**src/rtl/core/dtoi_pkg.sv**
```systemverilog
// ============================================================================
// dtoi_pkg
// Shared types and constants for the decimal text to int16 parser.
// ============================================================================
package dtoi_pkg;

    localparam int CHAR_W = 8;
    localparam int NUM_W  = 16;
    // value*10+digit stays below 2**20
    localparam int PROD_W = 20;

    localparam logic [CHAR_W-1:0] CHAR_ZERO  = 8'h30;
    localparam logic [CHAR_W-1:0] CHAR_NINE  = 8'h39;
    localparam logic [CHAR_W-1:0] CHAR_MINUS = 8'h2D;

    localparam logic [PROD_W-1:0] MAX_U16 = 20'd65535;
    localparam logic [NUM_W-1:0]  MAX_POS = 16'd32767;
    localparam logic [NUM_W-1:0]  MAX_NEG = 16'd32768;

    typedef struct packed {
        logic [NUM_W-1:0] acc;
        logic             failed;
        logic             negative;
        logic             at_start;
    } parse_state_t;

    localparam parse_state_t PARSE_CLEAR = '{acc: '0, failed: 1'b0, negative: 1'b0,
                                             at_start: 1'b1};

endpackage

```
**src/rtl/core/dtoi_char_step.sv**
```systemverilog
// ============================================================================
// dtoi_char_step
// Next-state and result logic for one item of the parser.
// ============================================================================
module dtoi_char_step
    import dtoi_pkg::*;
(
    input  parse_state_t      st,
    input  logic [CHAR_W-1:0] char_code,
    input  logic              end_mark,
    input  logic              signed_mode,
    output parse_state_t      st_next,
    output logic [NUM_W-1:0]  number_bits,
    output logic              parse_ok
);

    logic [PROD_W-1:0] acc_ext;
    logic [PROD_W-1:0] prod;
    logic [CHAR_W-1:0] digit;
    logic              is_digit;
    logic              ok;
    logic [NUM_W-1:0]  value;

    always_comb
    begin
        acc_ext  = {{(PROD_W-NUM_W){1'b0}}, st.acc};
        digit    = char_code - CHAR_ZERO;
        prod     = (acc_ext << 3) + (acc_ext << 1) + {{(PROD_W-CHAR_W){1'b0}}, digit};
        is_digit = (char_code >= CHAR_ZERO) && (char_code <= CHAR_NINE);

        st_next = st;
        ok      = !st.failed;
        value   = st.acc;

        if (!end_mark)
        begin
            st_next.at_start = 1'b0;
            if (!st.failed)
            begin
                if (st.at_start && signed_mode && (char_code == CHAR_MINUS))
                begin
                    st_next.negative = 1'b1;
                end
                else if (!is_digit)
                begin
                    st_next.failed = 1'b1;
                end
                else if (prod > MAX_U16)
                begin
                    st_next.failed = 1'b1;
                end
                else
                begin
                    st_next.acc = prod[NUM_W-1:0];
                end
            end
        end
        else
        begin
            st_next = PARSE_CLEAR;
            if (ok && signed_mode)
            begin
                if (st.at_start)
                begin
                    ok = 1'b0;
                end
                else if (st.negative)
                begin
                    if (st.acc > MAX_NEG)
                        ok = 1'b0;
                    else
                        value = NUM_W'(0) - st.acc;
                end
                else if (st.acc > MAX_POS)
                begin
                    ok = 1'b0;
                end
            end
        end

        number_bits = ok ? value : '0;
        parse_ok    = ok;
    end

endmodule

```
**src/rtl/core/decimal_text_to_int16.sv**
```systemverilog
// ============================================================================
// decimal_text_to_int16
// Parses a stream of ASCII decimal characters into a 16-bit value.
// ============================================================================
// Usage:
//   Slave channel: one character per item in s_tdata, s_tlast high marks the
//   end of the string (s_tdata is then ignored). Each end item yields one
//   master item: the value in m_tdata and the success flag in m_tuser.
//   cfg_we/cfg_wdata write signed_mode (0 unsigned, 1 signed); write it only
//   while no string is in flight.
//   Path: an accepted end item lands in the input register, is evaluated
//   and captured in the result register, which raises m_tvalid; a waiting
//   result can hold it there. Throughput: one item per cycle while no end
//   item stalls, set by combinational multiply-by-ten and range compare.
//   Reset: signed_mode clears to unsigned, the parse state clears to an empty
//   string, both registers empty.
//   Stall: while m_tready is low and a result waits, character items keep
//   flowing; an end item holds in the input register until the result slot
//   frees, and s_tready drops behind it.
// ============================================================================
module decimal_text_to_int16
    import dtoi_pkg::*;
(
    input  logic        clk,
    input  logic        rst_n,
    input  logic        s_tvalid,
    output logic        s_tready,
    input  logic [7:0]  s_tdata,   // [7:0] char_code
    input  logic        s_tlast,   // end_mark
    output logic        m_tvalid,
    input  logic        m_tready,
    output logic [15:0] m_tdata,   // [15:0] number_bits
    output logic [0:0]  m_tuser,   // [0] parse_ok
    input  logic        cfg_we,
    input  logic        cfg_wdata
);

    logic              signed_mode_reg;
    logic              in_valid_reg;
    logic [CHAR_W-1:0] in_char_reg;
    logic              in_end_reg;
    parse_state_t      st_reg;
    parse_state_t      st_next;
    logic              out_valid_reg;
    logic [NUM_W-1:0]  out_num_reg;
    logic              out_ok_reg;
    logic [NUM_W-1:0]  num_next;
    logic              ok_next;
    logic              advance;
    logic              step_en;

    dtoi_char_step u_step (
        .st          (st_reg),
        .char_code   (in_char_reg),
        .end_mark    (in_end_reg),
        .signed_mode (signed_mode_reg),
        .st_next     (st_next),
        .number_bits (num_next),
        .parse_ok    (ok_next)
    );

    assign advance  = !(in_end_reg && out_valid_reg && !m_tready);
    assign step_en  = in_valid_reg && advance;
    assign s_tready = !in_valid_reg || advance;

    assign m_tvalid   = out_valid_reg;
    assign m_tdata    = out_num_reg;
    assign m_tuser[0] = out_ok_reg;

    always_ff @(posedge clk or negedge rst_n)
    begin
        if (!rst_n)
        begin
            signed_mode_reg <= 1'b0;
            in_valid_reg    <= 1'b0;
            st_reg          <= PARSE_CLEAR;
            out_valid_reg   <= 1'b0;
        end
        else
        begin
            if (cfg_we)
                signed_mode_reg <= cfg_wdata;

            if (s_tready)
                in_valid_reg <= s_tvalid;

            if (step_en)
                st_reg <= st_next;

            if (step_en && in_end_reg)
                out_valid_reg <= 1'b1;
            else if (m_tready)
                out_valid_reg <= 1'b0;
        end
    end

    always_ff @(posedge clk)
    begin
        if (s_tready && s_tvalid)
        begin
            in_char_reg <= s_tdata;
            in_end_reg  <= s_tlast;
        end
        if (step_en && in_end_reg)
        begin
            out_num_reg <= num_next;
            out_ok_reg  <= ok_next;
        end
    end

    a_char_no_result: assert property (@(posedge clk) disable iff (!rst_n)
        !out_valid_reg && !(in_valid_reg && in_end_reg) |=> !out_valid_reg)
        else $error("result raised without an end item");

    a_accept_loads: assert property (@(posedge clk) disable iff (!rst_n)
        s_tvalid && s_tready |=> in_valid_reg)
        else $error("accepted item not held in input register");

    a_end_clears: assert property (@(posedge clk) disable iff (!rst_n)
        step_en && in_end_reg |=> st_reg.at_start && !st_reg.failed && st_reg.acc == '0)
        else $error("parse state not cleared after end item");

    a_stall_holds: assert property (@(posedge clk) disable iff (!rst_n)
        in_valid_reg && !advance |=> in_valid_reg && in_end_reg && $stable(st_reg))
        else $error("stalled end item lost or state moved");

    a_fail_zero: assert property (@(posedge clk) disable iff (!rst_n)
        step_en && in_end_reg && !ok_next |=> out_num_reg == '0)
        else $error("failed parse gave nonzero value");

endmodule
```
**config.mk**
```make
export PLATFORM = sky130hd
export DESIGN_NAME = decimal_text_to_int16
export DESIGN_NICKNAME = d
export VERILOG_FILES = /design/src/rtl/core/dtoi_pkg.sv /design/src/rtl/core/dtoi_char_step.sv /design/src/rtl/core/decimal_text_to_int16.sv
export SDC_FILE = /design/constraint.sdc
export NUM_CORES = 1
export LEC_CHECK = 0
export BUFFER_PORTS_ARGS = -buffer_cell sky130_fd_sc_hd__buf_2
export CORE_MARGIN = 2
export CORE_UTILIZATION = 47
export CTS_CLUSTER_SIZE = 28
export DETAILED_ROUTE_END_ITERATION = 16
export PLACE_DENSITY = 0.76
export RECOVER_POWER = 100
export SLEW_MARGIN = 40
export SYNTH_ARGS = -nofsm -noshare
export SYNTH_HDL_FRONTEND = slang
export SYNTH_SLANG_ARGS = --single-unit
```
**constraint.sdc**
```tcl
create_clock -name clk -period 3.2 [get_ports clk]
set_clock_uncertainty 0.05 [all_clocks]
set_input_delay 0.32 -clock clk [delete_from_list [all_inputs] [get_ports clk]]
set_output_delay 0.32 -clock clk [all_outputs]
set_load 0.01 [all_outputs]
```
==> results of run 1 <==
-- power by group through the flow --
stage	clock, mW	sequential (mW)	combinational, mW
6_report	0.392	0.707	0.207
5_1_grt	0.420	0.711	0.231
4_1_cts	0.401	0.706	0.208
3_5_place_dp	0	0.719	0.203
3_3_place_gp	0	0.718	0.196
2_1_floorplan	0	0.722	0.121
-- metrics by stage --
| step | area, um^2 | cells | util | hold WS [ps] |
|---|---|---|---|---|
| finish | 4131 | 494 | 0.6048 | 127.2 |
| CTS | 4105 | 490 | 0.6009 | 121.7 |
| detailed placement | 3950 | 477 | 0.5782 | 264.7 |
| global route | 4131 | 494 | 0.6048 | 117.1 |
| floorplan | 3453 | 320 | - | -25.59 |
| global placement | 3950 | 477 | 0.5782 | 260.1 |
-- worst max path at each step --
stage | slack (ps) | cells past startpoint | endpoint | from
after floorplan | -30 | 12 | st_reg[5]$_DFFE_PN0P_ | in_char_reg[5]$_DFFE_PP_
after global placement | -130 | 11 | st_reg[8]$_DFFE_PN0P_ | in_char_reg[5]$_DFFE_PP_
after detailed placement | -230 | 11 | st_reg[8]$_DFFE_PN0P_ | in_char_reg[5]$_DFFE_PP_
after CTS | -230 | 13 | st_reg[13]$_DFFE_PN0P_ | in_char_reg[5]$_DFFE_PP_
after global routing | -390 | 13 | st_reg[9]$_DFFE_PN0P_ | in_char_reg[4]$_DFFE_PP_
final | -240 | 13 | st_reg[13]$_DFFE_PN0P_ | in_char_reg[5]$_DFFE_PP_
-- repair_timing --
item                                   CTS  global route
setup buffers                            3             4
hold buffers                             1             0
setup endpoints to repair               16            17
pin swaps                                1             5
endpoints found under the hold margin   21             0
gates cloned                             1             0
gates resized for setup                  2             7
-- synthesized netlist by cell type, drive strengths merged (2+ instances only) --
cell type	n	share of area
a211oi	3	0.0067
a21o	5	0.011
a21oi	18	0.031
a22o	15	0.039
a31oi	5	0.011
and3	3	0.0056
buf	10	0.028
dfrtp	21	0.16
edfxtp	26	0.23
fa	6	0.036
ha	30	0.11
inv	20	0.022
mux2	2	0.0067
nand2	23	0.027
nand2b	6	0.011
nand3	3	0.0045
nand3b	3	0.0067
nand4	6	0.011
nor2	29	0.033
nor2b	4	0.0075
nor3	8	0.012
nor4	2	0.0037
o211ai	5	0.011
o21a	3	0.0067
o21ai	9	0.013
o311ai	2	0.0052
o31ai	4	0.0090
xnor2	10	0.026
xor2	18	0.047
-- cells in the final DEF, fill, tap and decap left out, drive strengths merged, types with 18 or more instances in the layout --
| cell | n |
|---|---|
| xor2 | 18 |
| ha | 30 |
| dfrtp | 21 |
| buf | 57 |
| inv | 21 |
| clkbuf | 28 |
| nand2 | 23 |
| edfxtp | 26 |
| a21oi | 18 |
| nor2 | 29 |
-- cells by family (layout without fill, tap and decap cells) --
family,Yosys count,after routing,share of synthesized area
AO/OA/AOI/OAI,80,81,0.1820
XOR/XNOR,28,28,0.07338
adder cells (fa/ha/maj),36,36,0.1483
buffers and inverters,31,108,0.05129
flip-flops,48,48,0.3987
multiplexers,2,2,0.006739
AND/OR/NAND/NOR,95,95,0.1397
-- routing by layer --
metal,global-route usage,vias up
li1,-,1318
met1,0.2681,1250
met2,0.3383,98
met3,0.03358,13
met4,0.06887,0
met5,0,-
-- layout make-up --
class / count / area share
well taps: 96 / 0.02907
clock buffers: 6 / 0.01999
repair buffers: 80 / 0.1214
clock inverters: 2 / 0.003331
multi-input cells: 242 / 0.4852
inverters: 20 / 0.01817
flip-flops and latches: 48 / 0.3228
-- critical path: stages, from the launching register on --
cell,delay (ps)
edfxtp_1,450
ha_2,240
xnor2_2,140
fa_1,550
ha_4,220
a21oi_2,140
o211ai_1,150
buf_4,170
a41o_1,200
a2111oi_4,350
buf_4,200
and4_4,240
buf_12,140
a22o_1,140
==> results.txt, run 1 <==
Total track usage -> 0.2025
Remaining global-route overflow -> 0
R2R Path Start -> in_char_reg[5]$_DFFE_PP_
Reg2Reg Setup Slack -> -240 ps
Number of global-route vias before repair -> 2606
Storage cell area -> 1334 um^2
Switching power -> 352.1 uW
DRT iter0 DRCs -> 176
1st-pass router iterations -> 4
Main flop type after synthesis -> edfxtp_1
Static Leakage -> 1.879 nW
Antenna violation net count after detailed routing -> 0
Design Power -> 1.305 mW
Clk sinks -> 48
Max reg flops -> 19
Width of the chip -> 88.33 um
Slew @ Worst Pin -> 1246 ps
Fin crit period -> 3439 ps
Height of the die -> 88.33 um
Net Sw Frac -> 0.2697
CTS buffer count -> 5
Reg clk slew, reported paths -> 90 ps
NumNets Final -> 448
Final wirelength -> 7384 um
Hold endpoint -> in_char_reg[7]$_DFFE_PP_
Final Setup Violations -> 17
Critical setup path kind -> reg -> reg
Setup WS post-layout -> -238.8 ps
Core area -> 6832 um^2
Max IR drop VDD -> 317.3 uV
Largest net degree at the start of global routing -> 23
R2r worst-path depth -> 13
Sequential fraction of the synthesis area -> 0.3987
Syn avg cell area -> 10.44 um^2
Footprint of the multi-input gates -> 2004 um^2
Syn Nets -> 371
Via-per-instance ratio -> 5.423
Clock Power Share -> 0.300
P_int -> 953.1 uW
Max frequency -> 290.8 MHz
Number of flops mapped to enable cells by yosys -> 26
RSZ-0062 raised after global routing -> yes
Min-delay worst type -> in -> reg
Fillers -> 602
Top Metal Used -> met4
Post-synth ARST share -> 0.4583
Routed vias -> 2679
Metal-1 WL -> 3203 um
Metal2 WL -> 3523 um
CTS root buffer -> clkbuf_8
Crit share post-route -> 1.075
Violated checks -> setup timing
FP Rows -> 30
WL met3 -> 522 um
R2r endpoint -> st_reg[13]$_DFFE_PN0P_
Critical Path AT -> 3640 ps
Crit start category -> flip-flop
Max-slew violations -> 0
Worst Hold Depth -> 1
Ys Warns -> 0
Critical path endpoint category -> flip-flop
Clk_lat worst skew -> 310 ps
Area grow syn2layout -> 23.62%
Pwr per Cell Area -> 315.9 nW/um^2
Starting density of the core -> 0.4892
Setup tns final -> -3630 ps
Status -> finished, violations left
Total die area -> 7801 um^2
Max Cap Violations -> 0
CTS Buffer Depth -> 2
Hold_sp -> s_tdata[7]
Final hold vios -> 0
Post-Syn Area -> 3342 um^2
Worst-path maximum fanout -> 16
Flops & latches, synth -> 48
Residual DRC -> 0
Seq pwr share -> 0.541
Rel. slew slack -> 0.1691
Input/output buffers -> 33
Global-route wire length before repair -> 12050 um
CTS tree -> built
DP HPWL -> 5687 um
Antenna cell count -> 0
Combinational Power Share -> 0.159
Layout cells sized above 1 -> 0.2513
Initial antenna violation count -> 0
I/O Pins -> 34
Cells after synthesis -> 320
Synth unique cells -> 58
WL/cell -> 14.95 um
H-tree depth -> 2
Gpl congestion -> 0.9877
Critical Path RT -> 3400 ps
Setup WS pre-CTS -> -232.3 ps
No activity file was read; power rests on OpenSTA's default activity.
==> inputs of run 2 (changes only) <==
- REMOVE_ABC_BUFFERS: unset -> 1
==> run 2 against run 1 <==
Effect of this change: the flow still finishes with violations (setup timing); sequential power hardly changed; clock-buffer cell count fell by 1; hold slack improved by 12 ps; flip-flop and latch count unchanged; setup slack got worse by 130 ps; cell count rose by 0.20%; combinational power rose by 5%; clock power grew 12%; total power grew 4.4%; first-iteration DRC count increased by 14%; maximum frequency fell by 3.6%; critical endpoint is now st_reg[9]$_DFFE_PN0P_; via count up 1.3%; highest routed layer unchanged.
==> results.txt, run 2 (synthesis gave the netlist of run 1 again) <==
Min-delay worst type -> in -> reg
Clk sinks -> 48 (unchanged)
Width of the chip -> 88.33 um (unchanged)
Critical path endpoint category -> flip-flop
Largest net degree at the start of global routing -> 23 (unchanged)
Critical Path RT -> 3340 ps (-60 ps)
R2r endpoint -> st_reg[9]$_DFFE_PN0P_
Setup tns final -> -5752 ps (-2122 ps)
Max Cap Violations -> 0 (unchanged)
Critical path's most frequent cell -> buf_4
CP max stage cell -> fa_1
Core area -> 6832 um^2 (unchanged)
Input/output buffers -> 33 (unchanged)
Global-route wire length before repair -> 11980 um (-0.63%)
Violated checks -> setup timing
Residual DRC -> 0 (unchanged)
FP Rows -> 30 (unchanged)
Total die area -> 7801 um^2 (unchanged)
H-tree depth -> 2 (unchanged)
RSZ-0062 raised after global routing -> yes
Most common cell after layout, fill and taps aside -> buf_4
Max frequency -> 280.3 MHz (-3.6%)
Reg2Reg Setup Slack -> -370 ps (-130 ps)
Max reg flops -> 19 (unchanged)
Antenna violation net count after detailed routing -> 0 (unchanged)
Slew @ Worst Pin -> 1173 ps (-72.91 ps)
Antenna cell count -> 0 (unchanged)
Remaining global-route overflow -> 0 (unchanged)
Clk_lat worst skew -> 300 ps (about the same)
Final Setup Violations -> 17 (unchanged)
R2R Path Start -> in_char_reg[5]$_DFFE_PP_
Starting density of the core -> 0.4892 (unchanged)
Reg clk slew, reported paths -> 90 ps (about the same)
1st-pass router iterations -> 5 (+1)
Crit start category -> flip-flop
CP delay by family, top -> compound AO/OA/AOI/OAI gates
Total stage count of the critical path -> 14 (+1)
Layout cells sized above 1 -> 0.2456 (-0.005642)
Design Power -> 1.362 mW (+4.4%)
Gpl congestion -> 0.8916 (-9.7%)
DRT iter0 DRCs -> 200 (+14%)
Fin crit period -> 3568 ps (+129.4 ps)
Pwr per Cell Area -> 329.3 nW/um^2 (+4.2%)
WL/cell -> 15.51 um (+3.8%)
Critical Path Max Stage Delay -> 490 ps (-60 ps)
Static Leakage -> 1.914 nW (+1.9%)
Routed vias -> 2714 (+1.3%)
CTS root buffer -> clkbuf_8
Critical setup path kind -> reg -> reg
Final hold vios -> 0 (unchanged)
Most frequent cells in the layout -> 45 x buf_4, 29 x nor2_1, 26 x edfxtp_1, 25 x ha_1, 22 x nand2_1
Inst Count DP -> 477 (unchanged)
Final wirelength -> 7679 um (+4.0%)
Setup WS pre-CTS -> -532.6 ps (-300.3 ps)
Worst path bufs/invs -> 3 (unchanged)
Max IR drop VDD -> 221.0 uV (-30%)
R2r worst-path depth -> 14 (+1)
Total track usage -> 0.1989 (-0.003569)
Number of global-route vias before repair -> 2513 (-3.6%)
NumNets Final -> 449 (+0.22%)
Initial antenna violation count -> 0 (unchanged)
CTS tree -> built
Crit path cell chain -> buf_4 -> a21oi_2 -> xor2_1 -> fa_1 -> ha_4 -> o211ai_1 -> a21o_1 -> a21oi_1 -> o311ai_1 -> a2111oi_4 -> buf_4 -> a31oi_4 -> clkbuf_16 -> a22o_1
Area grow syn2layout -> 23.81%
CTS buffer count -> 5 (unchanged)
Post-place instance area -> 3840 um^2 (-2.8%)
DP HPWL -> 5879 um (+3.4%)
Crit share post-route -> 1.115 (+0.04044)
CTS Buffer Depth -> 2 (unchanged)
Status -> finished, violations left
Critical path startpoint -> in_char_reg[5]$_DFFE_PP_
Setup crit end -> st_reg[9]$_DFFE_PN0P_
Max-slew violations -> 0 (unchanged)
Non-Filler Instances -> 495 (+0.20%)
Setup WS post-layout -> -368.2 ps (-129.4 ps)
I/O Pins -> 34 (unchanged)
Rel. slew slack -> 0.2177 (+0.04860)
Final instance area -> 4138 um^2 (+0.15%)
Via-per-instance ratio -> 5.483 (+1.1%)
Critical Path AT -> 3710 ps (+70 ps)
Height of the die -> 88.33 um (unchanged)
Fillers -> 572 (-5.0%)
Worst-path maximum fanout -> 7 (-9)
run 2: final cells by class:
cell class | instances | area [um^2] | share of cell area
flip-flops and latches | 48 | 1333 | 0.3220
clock buffers | 5 | 68.82 | 0.01663
clock inverters | 3 | 46.29 | 0.01119
multi-input cells | 242 | 1961 | 0.4738
well taps | 96 | 120.1 | 0.02903
inverters | 20 | 75.07 | 0.01814
repair buffers | 81 | 534.3 | 0.1291
run 2: stage by stage:
step,utilization,hold slack [ps]
finish,0.6057,139.4
global route,0.6057,128.4
CTS,0.5857,134.1
detailed placement,0.5621,256.7
global placement,0.5615,244.4
floorplan,-,-25.59
run 2: worst min-delay path by stage:
stage / startpoint / end / depth (start not counted)
floorplan: rst_n / in_valid_reg$_DFFE_PN0N_ / 0
global placement: rst_n / m_tvalid$_DFFE_PN0P_ / 1
detailed placement: rst_n / m_tvalid$_DFFE_PN0P_ / 1
CTS: s_tdata[6] / in_char_reg[6]$_DFFE_PP_ / 1
global route: s_tdata[6] / in_char_reg[6]$_DFFE_PP_ / 1
finish: s_tlast / in_end_reg$_DFFE_PP_ / 1
run 2: routing by layer:
metal | GRT usage | vias up | part of all wire
met1 | 0.2672 | 1270 | 0.43
met4 | 0.05510 | 0 | 0.023
met5 | 0 | - | 0
met2 | 0.3295 | 106 | 0.48
met3 | 0.03918 | 12 | 0.070
li1 | - | 1326 | -
run 2: repair_timing:
| item | 4_1_cts | 5_1_grt |
|---|---|---|
| hold buffers | 1 | 0 |
| endpoints found under the hold margin | 21 | 0 |
| buffers inserted | 1 | 6 |
| pin swaps | 4 | 31 |
| setup endpoints to repair | 17 | 17 |
| gates cloned | 0 | 2 |
| resized for setup | 7 | 13 |
run 2: where the power goes:
part | internal [mW] | switching [mW] | total (mW)
combinational | 0.0961 | 0.120 | 0.217
sequential | 0.685 | 0.0218 | 0.707
clock | 0.235 | 0.204 | 0.439
run 2: worst register-to-register path: cells and delay by family (launching register included):
family          cells  cell delay, ps
fa+ha+maj           2             810
compound gates      8            1410
xor+xnor            1             200
buf+inv             3             540
flops               1             440
==> inputs of run 3 (changes only) <==
- ABC_AREA: unset -> 1
==> run 3 against run 2 <==
Effect of this change: the run now ends clean; combinational power rose to 4.4 times the previous value; non-clock buffer count is 31 lower; total power grew 60%; setup slack improved by 420 ps; area after synthesis rose by 7.9%; synthesized cell count rose by 46%; first-iteration DRC count is 11% higher; critical path depth is 2 higher; maximum frequency is 13% higher; critical path type unchanged; highest routed layer unchanged.
==> results.txt, run 3 <==
Total die area -> 8389 um^2 (+7.5%)
Core area -> 7331 um^2 (+7.3%)
Fin crit period -> 3148 ps (-419.7 ps)
I/O Pins -> 34 (unchanged)
Antenna cell count -> 0 (unchanged)
Ys Warns -> 0 (unchanged)
Syn avg cell area -> 7.722 um^2 (-26%)
R2r endpoint -> st_reg[17]$_DFFE_PN0P_
Max IR drop VDD -> 314.6 uV (+42%)
Sequential fraction of the synthesis area -> 0.3695 (-0.02919)
Number of global-route vias before repair -> 3018 (+20%)
Layer with the highest usage -> met2
Setup crit end -> st_reg[17]$_DFFE_PN0P_
Total track usage -> 0.2027 (+0.003776)
Most common cell after layout, fill and taps aside -> nand2_1
Rel. slew slack -> 0.1793 (-0.03840)
NumNets Final -> 566 (+26%)
Met3 Usage GRT -> 0.02988 (-0.009304)
DRT iter0 DRCs -> 222 (+11%)
Area grow syn2layout -> 16.86%
Max-slew violations -> 0 (unchanged)
CTS tree -> built
FP Rows -> 31 (+3.3%)
Clk_lat worst skew -> 300 ps (about the same)
Height of the die -> 91.59 um (+3.7%)
Setup WS pre-CTS -> -25.79 ps (+506.8 ps)
Met1 Track Usage GR -> 0.2695 (+0.002275)
Min-delay worst type -> in -> reg
Initial antenna violation count -> 0 (unchanged)
CTS buffer count -> 5 (unchanged)
Post-Syn Area -> 3606 um^2 (+7.9%)
R2R Path Start -> in_char_reg[5]$_DFFE_PP_
Main flop type after synthesis -> edfxtp_1
Max frequency -> 317.6 MHz (+13%)
Residual DRC -> 0 (unchanged)
Critical path endpoint category -> flip-flop
Via-per-instance ratio -> 5.385 (-1.8%)
Final hold vios -> 0 (unchanged)
Setup tns final -> 0 ps (+5752 ps)
Most frequent cells in the layout -> 115 x nand2_1, 62 x inv_1, 40 x nor2_1, 38 x nand3_1, 26 x edfxtp_1
Gpl congestion -> 0.8716 (-2.2%)
DP HPWL -> 6367 um (+8.3%)
Routed vias -> 3312 (+22%)
Met2 track demand over resource -> 0.3511 (+0.02164)
Global-route wire length before repair -> 13800 um (+15%)
Design Power -> 2.177 mW (+60%)
Critical Path RT -> 3340 ps (about the same)
Synth top area cells -> edfxtp_1 22%, dfrtp_1 15%, nand2_1 13%
Number of flops mapped to enable cells by yosys -> 26 (unchanged)
R2r worst-path depth -> 16 (+2)
Crit share post-route -> 0.9839 (-0.1312)
Final instance area -> 4214 um^2 (+1.8%)
CTS Buffer Depth -> 2 (unchanged)
Post-route core utilization -> 0.5748 (-0.03084)
Post-place instance area -> 3885 um^2 (+1.2%)
Worst-path maximum fanout -> 5 (-2)
Largest net degree at the start of global routing -> 23 (unchanged)
Max reg flops -> 19 (unchanged)
Final wirelength -> 8492 um (+11%)
Remaining global-route overflow -> 0 (unchanged)
Input/output buffers -> 33 (unchanged)
Critical path startpoint -> in_char_reg[5]$_DFFE_PP_
Critical setup path kind -> reg -> reg
Final Setup Violations -> 0 (-17)
Width of the chip -> 91.59 um (+3.7%)
Yosys top cell area share -> 0.2165 (-0.01710)
Yosys top cell by area -> edfxtp_1
Setup WS post-layout -> 51.52 ps (+419.7 ps)
Cells after synthesis -> 467 (+46%)
Antenna violation net count after detailed routing -> 0 (unchanged)
Max Cap Violations -> 0 (unchanged)
Flops & latches, synth -> 48 (unchanged)
Clk sinks -> 48 (unchanged)
Cell with the most instances after synthesis -> nand2_1
Crit start category -> flip-flop
Layout cells sized above 1 -> 0.1473 (-0.09833)
Critical Path AT -> 3290 ps (-420 ps)
Reg2Reg Setup Slack -> 50 ps (+420 ps)
Top cells by count, synth -> 125 x nand2_1, 64 x inv_1, 42 x nor2_1
WL/cell -> 13.81 um (-11%)
CTS root buffer -> clkbuf_8
Status -> finished, final reports clean
Synth unique cells -> 39 (-33%)
Starting density of the core -> 0.4919 (+0.002699)
Static Leakage -> 2.091 nW (+9.2%)
H-tree depth -> 2 (unchanged)
Slew @ Worst Pin -> 1231 ps (+57.61 ps)
Post-synth ARST share -> 0.4583 (unchanged)
Pwr per Cell Area -> 516.6 nW/um^2 (+57%)
1st-pass router iterations -> 7 (+2)
Reg clk slew, reported paths -> 90 ps (about the same)
## run 3: cell count changes in the layout (fill, tap and decap cells not counted), moves of 6 or more
cell / before / now
inv_1: 19 / 62
a22o_1: 15 / 0
nand3_1: 3 / 38
nand2_2: 1 / 14
o21ai_0: 7 / 19
xor2_1: 18 / 5
nor2_1: 29 / 40
nand2b_1: 6 / 0
nand2_1: 22 / 115
buf_4: 45 / 13
a21oi_1: 13 / 21
## run 3: power breakdown
part,internal [mW],switching [mW],total [mW]
clock network,0.234,0.193,0.426
registers,0.724,0.0768,0.801
logic,0.388,0.562,0.950
## run 3: cell type report
class,instances,area (um^2)
Inverter,65,244.0
Sequential cell,48,1333
Multi-Input combinational cell,345,2126
Fill cell,651,3117
Timing Repair Buffer,50,281.5
Clock buffer,7,76.32
Clock inverter,1,30.03
Tap cell,99,123.9
## run 3: critical path, stage by stage, from the launching register on
cell and delay (ps):
edfxtp_1 490, ha_1 340, inv_2 50, fa_1 590, ha_4 230, or2_4 270
nand3_4 80, nand2_4 60, nand2_2 70, nand2_2 50, nand2_2 60, nand2_2 60
nor2_4 150, nand3_4 160, buf_4 180, nand3_1 80, nand2_1 80
## run 3: how the worst min path moves through the flow
stage                     from                        to  slack (ps)  depth (start not counted)
global route        s_tdata[7]  in_char_reg[7]$_DFFE_PP_         130                          1
finish              s_tdata[0]  in_char_reg[0]$_DFFE_PP_         140                          1
CTS                 s_tdata[7]  in_char_reg[7]$_DFFE_PP_         140                          1
global placement         rst_n  in_valid_reg$_DFFE_PN0N_         250                          1
floorplan                rst_n  in_valid_reg$_DFFE_PN0N_         -30                          0
detailed placement       rst_n  in_valid_reg$_DFFE_PN0N_         270                          1
## run 3: through the flow
| stage | instances | hold WS [ps] |
|---|---|---|
| floorplan | 458 | -25.59 |
| global placement | 596 | 248.5 |
| detailed placement | 596 | 265.9 |
| CTS | 608 | 137.3 |
| global route | 615 | 128.2 |
| finish | 615 | 143.2 |
## run 3: logic make-up (layout without fill, tap and decap cells)
group | count (synthesis) | count (layout) | synth area share
buffers and inverters | 74 | 123 | 0.08293
AND/OR/NAND/NOR | 244 | 244 | 0.3008
multiplexers | 1 | 1 | 0.003123
XOR/XNOR | 13 | 13 | 0.03158
flip-flops | 48 | 48 | 0.3695
AO/OA/AOI/OAI | 51 | 51 | 0.07460
adder cells (fa/ha/maj) | 36 | 36 | 0.1374
## run 3: routing by layer
| layer | routed length [um] | vias to the layer above |
|---|---|---|
| li1 | - | 1630 |
| met2 | 4207 | 127 |
| met5 | 0 | - |
| met3 | 489 | 16 |
| met4 | 133 | 0 |
| met1 | 3661 | 1539 |
## run 3: what timing repair did
item                       CTS  global route
setup endpoints to repair   16            17
resized for setup            1            36
hold endpoints to repair    21             0
pin swaps                    1            19
setup buffers                3             7
hold buffers                 1             0
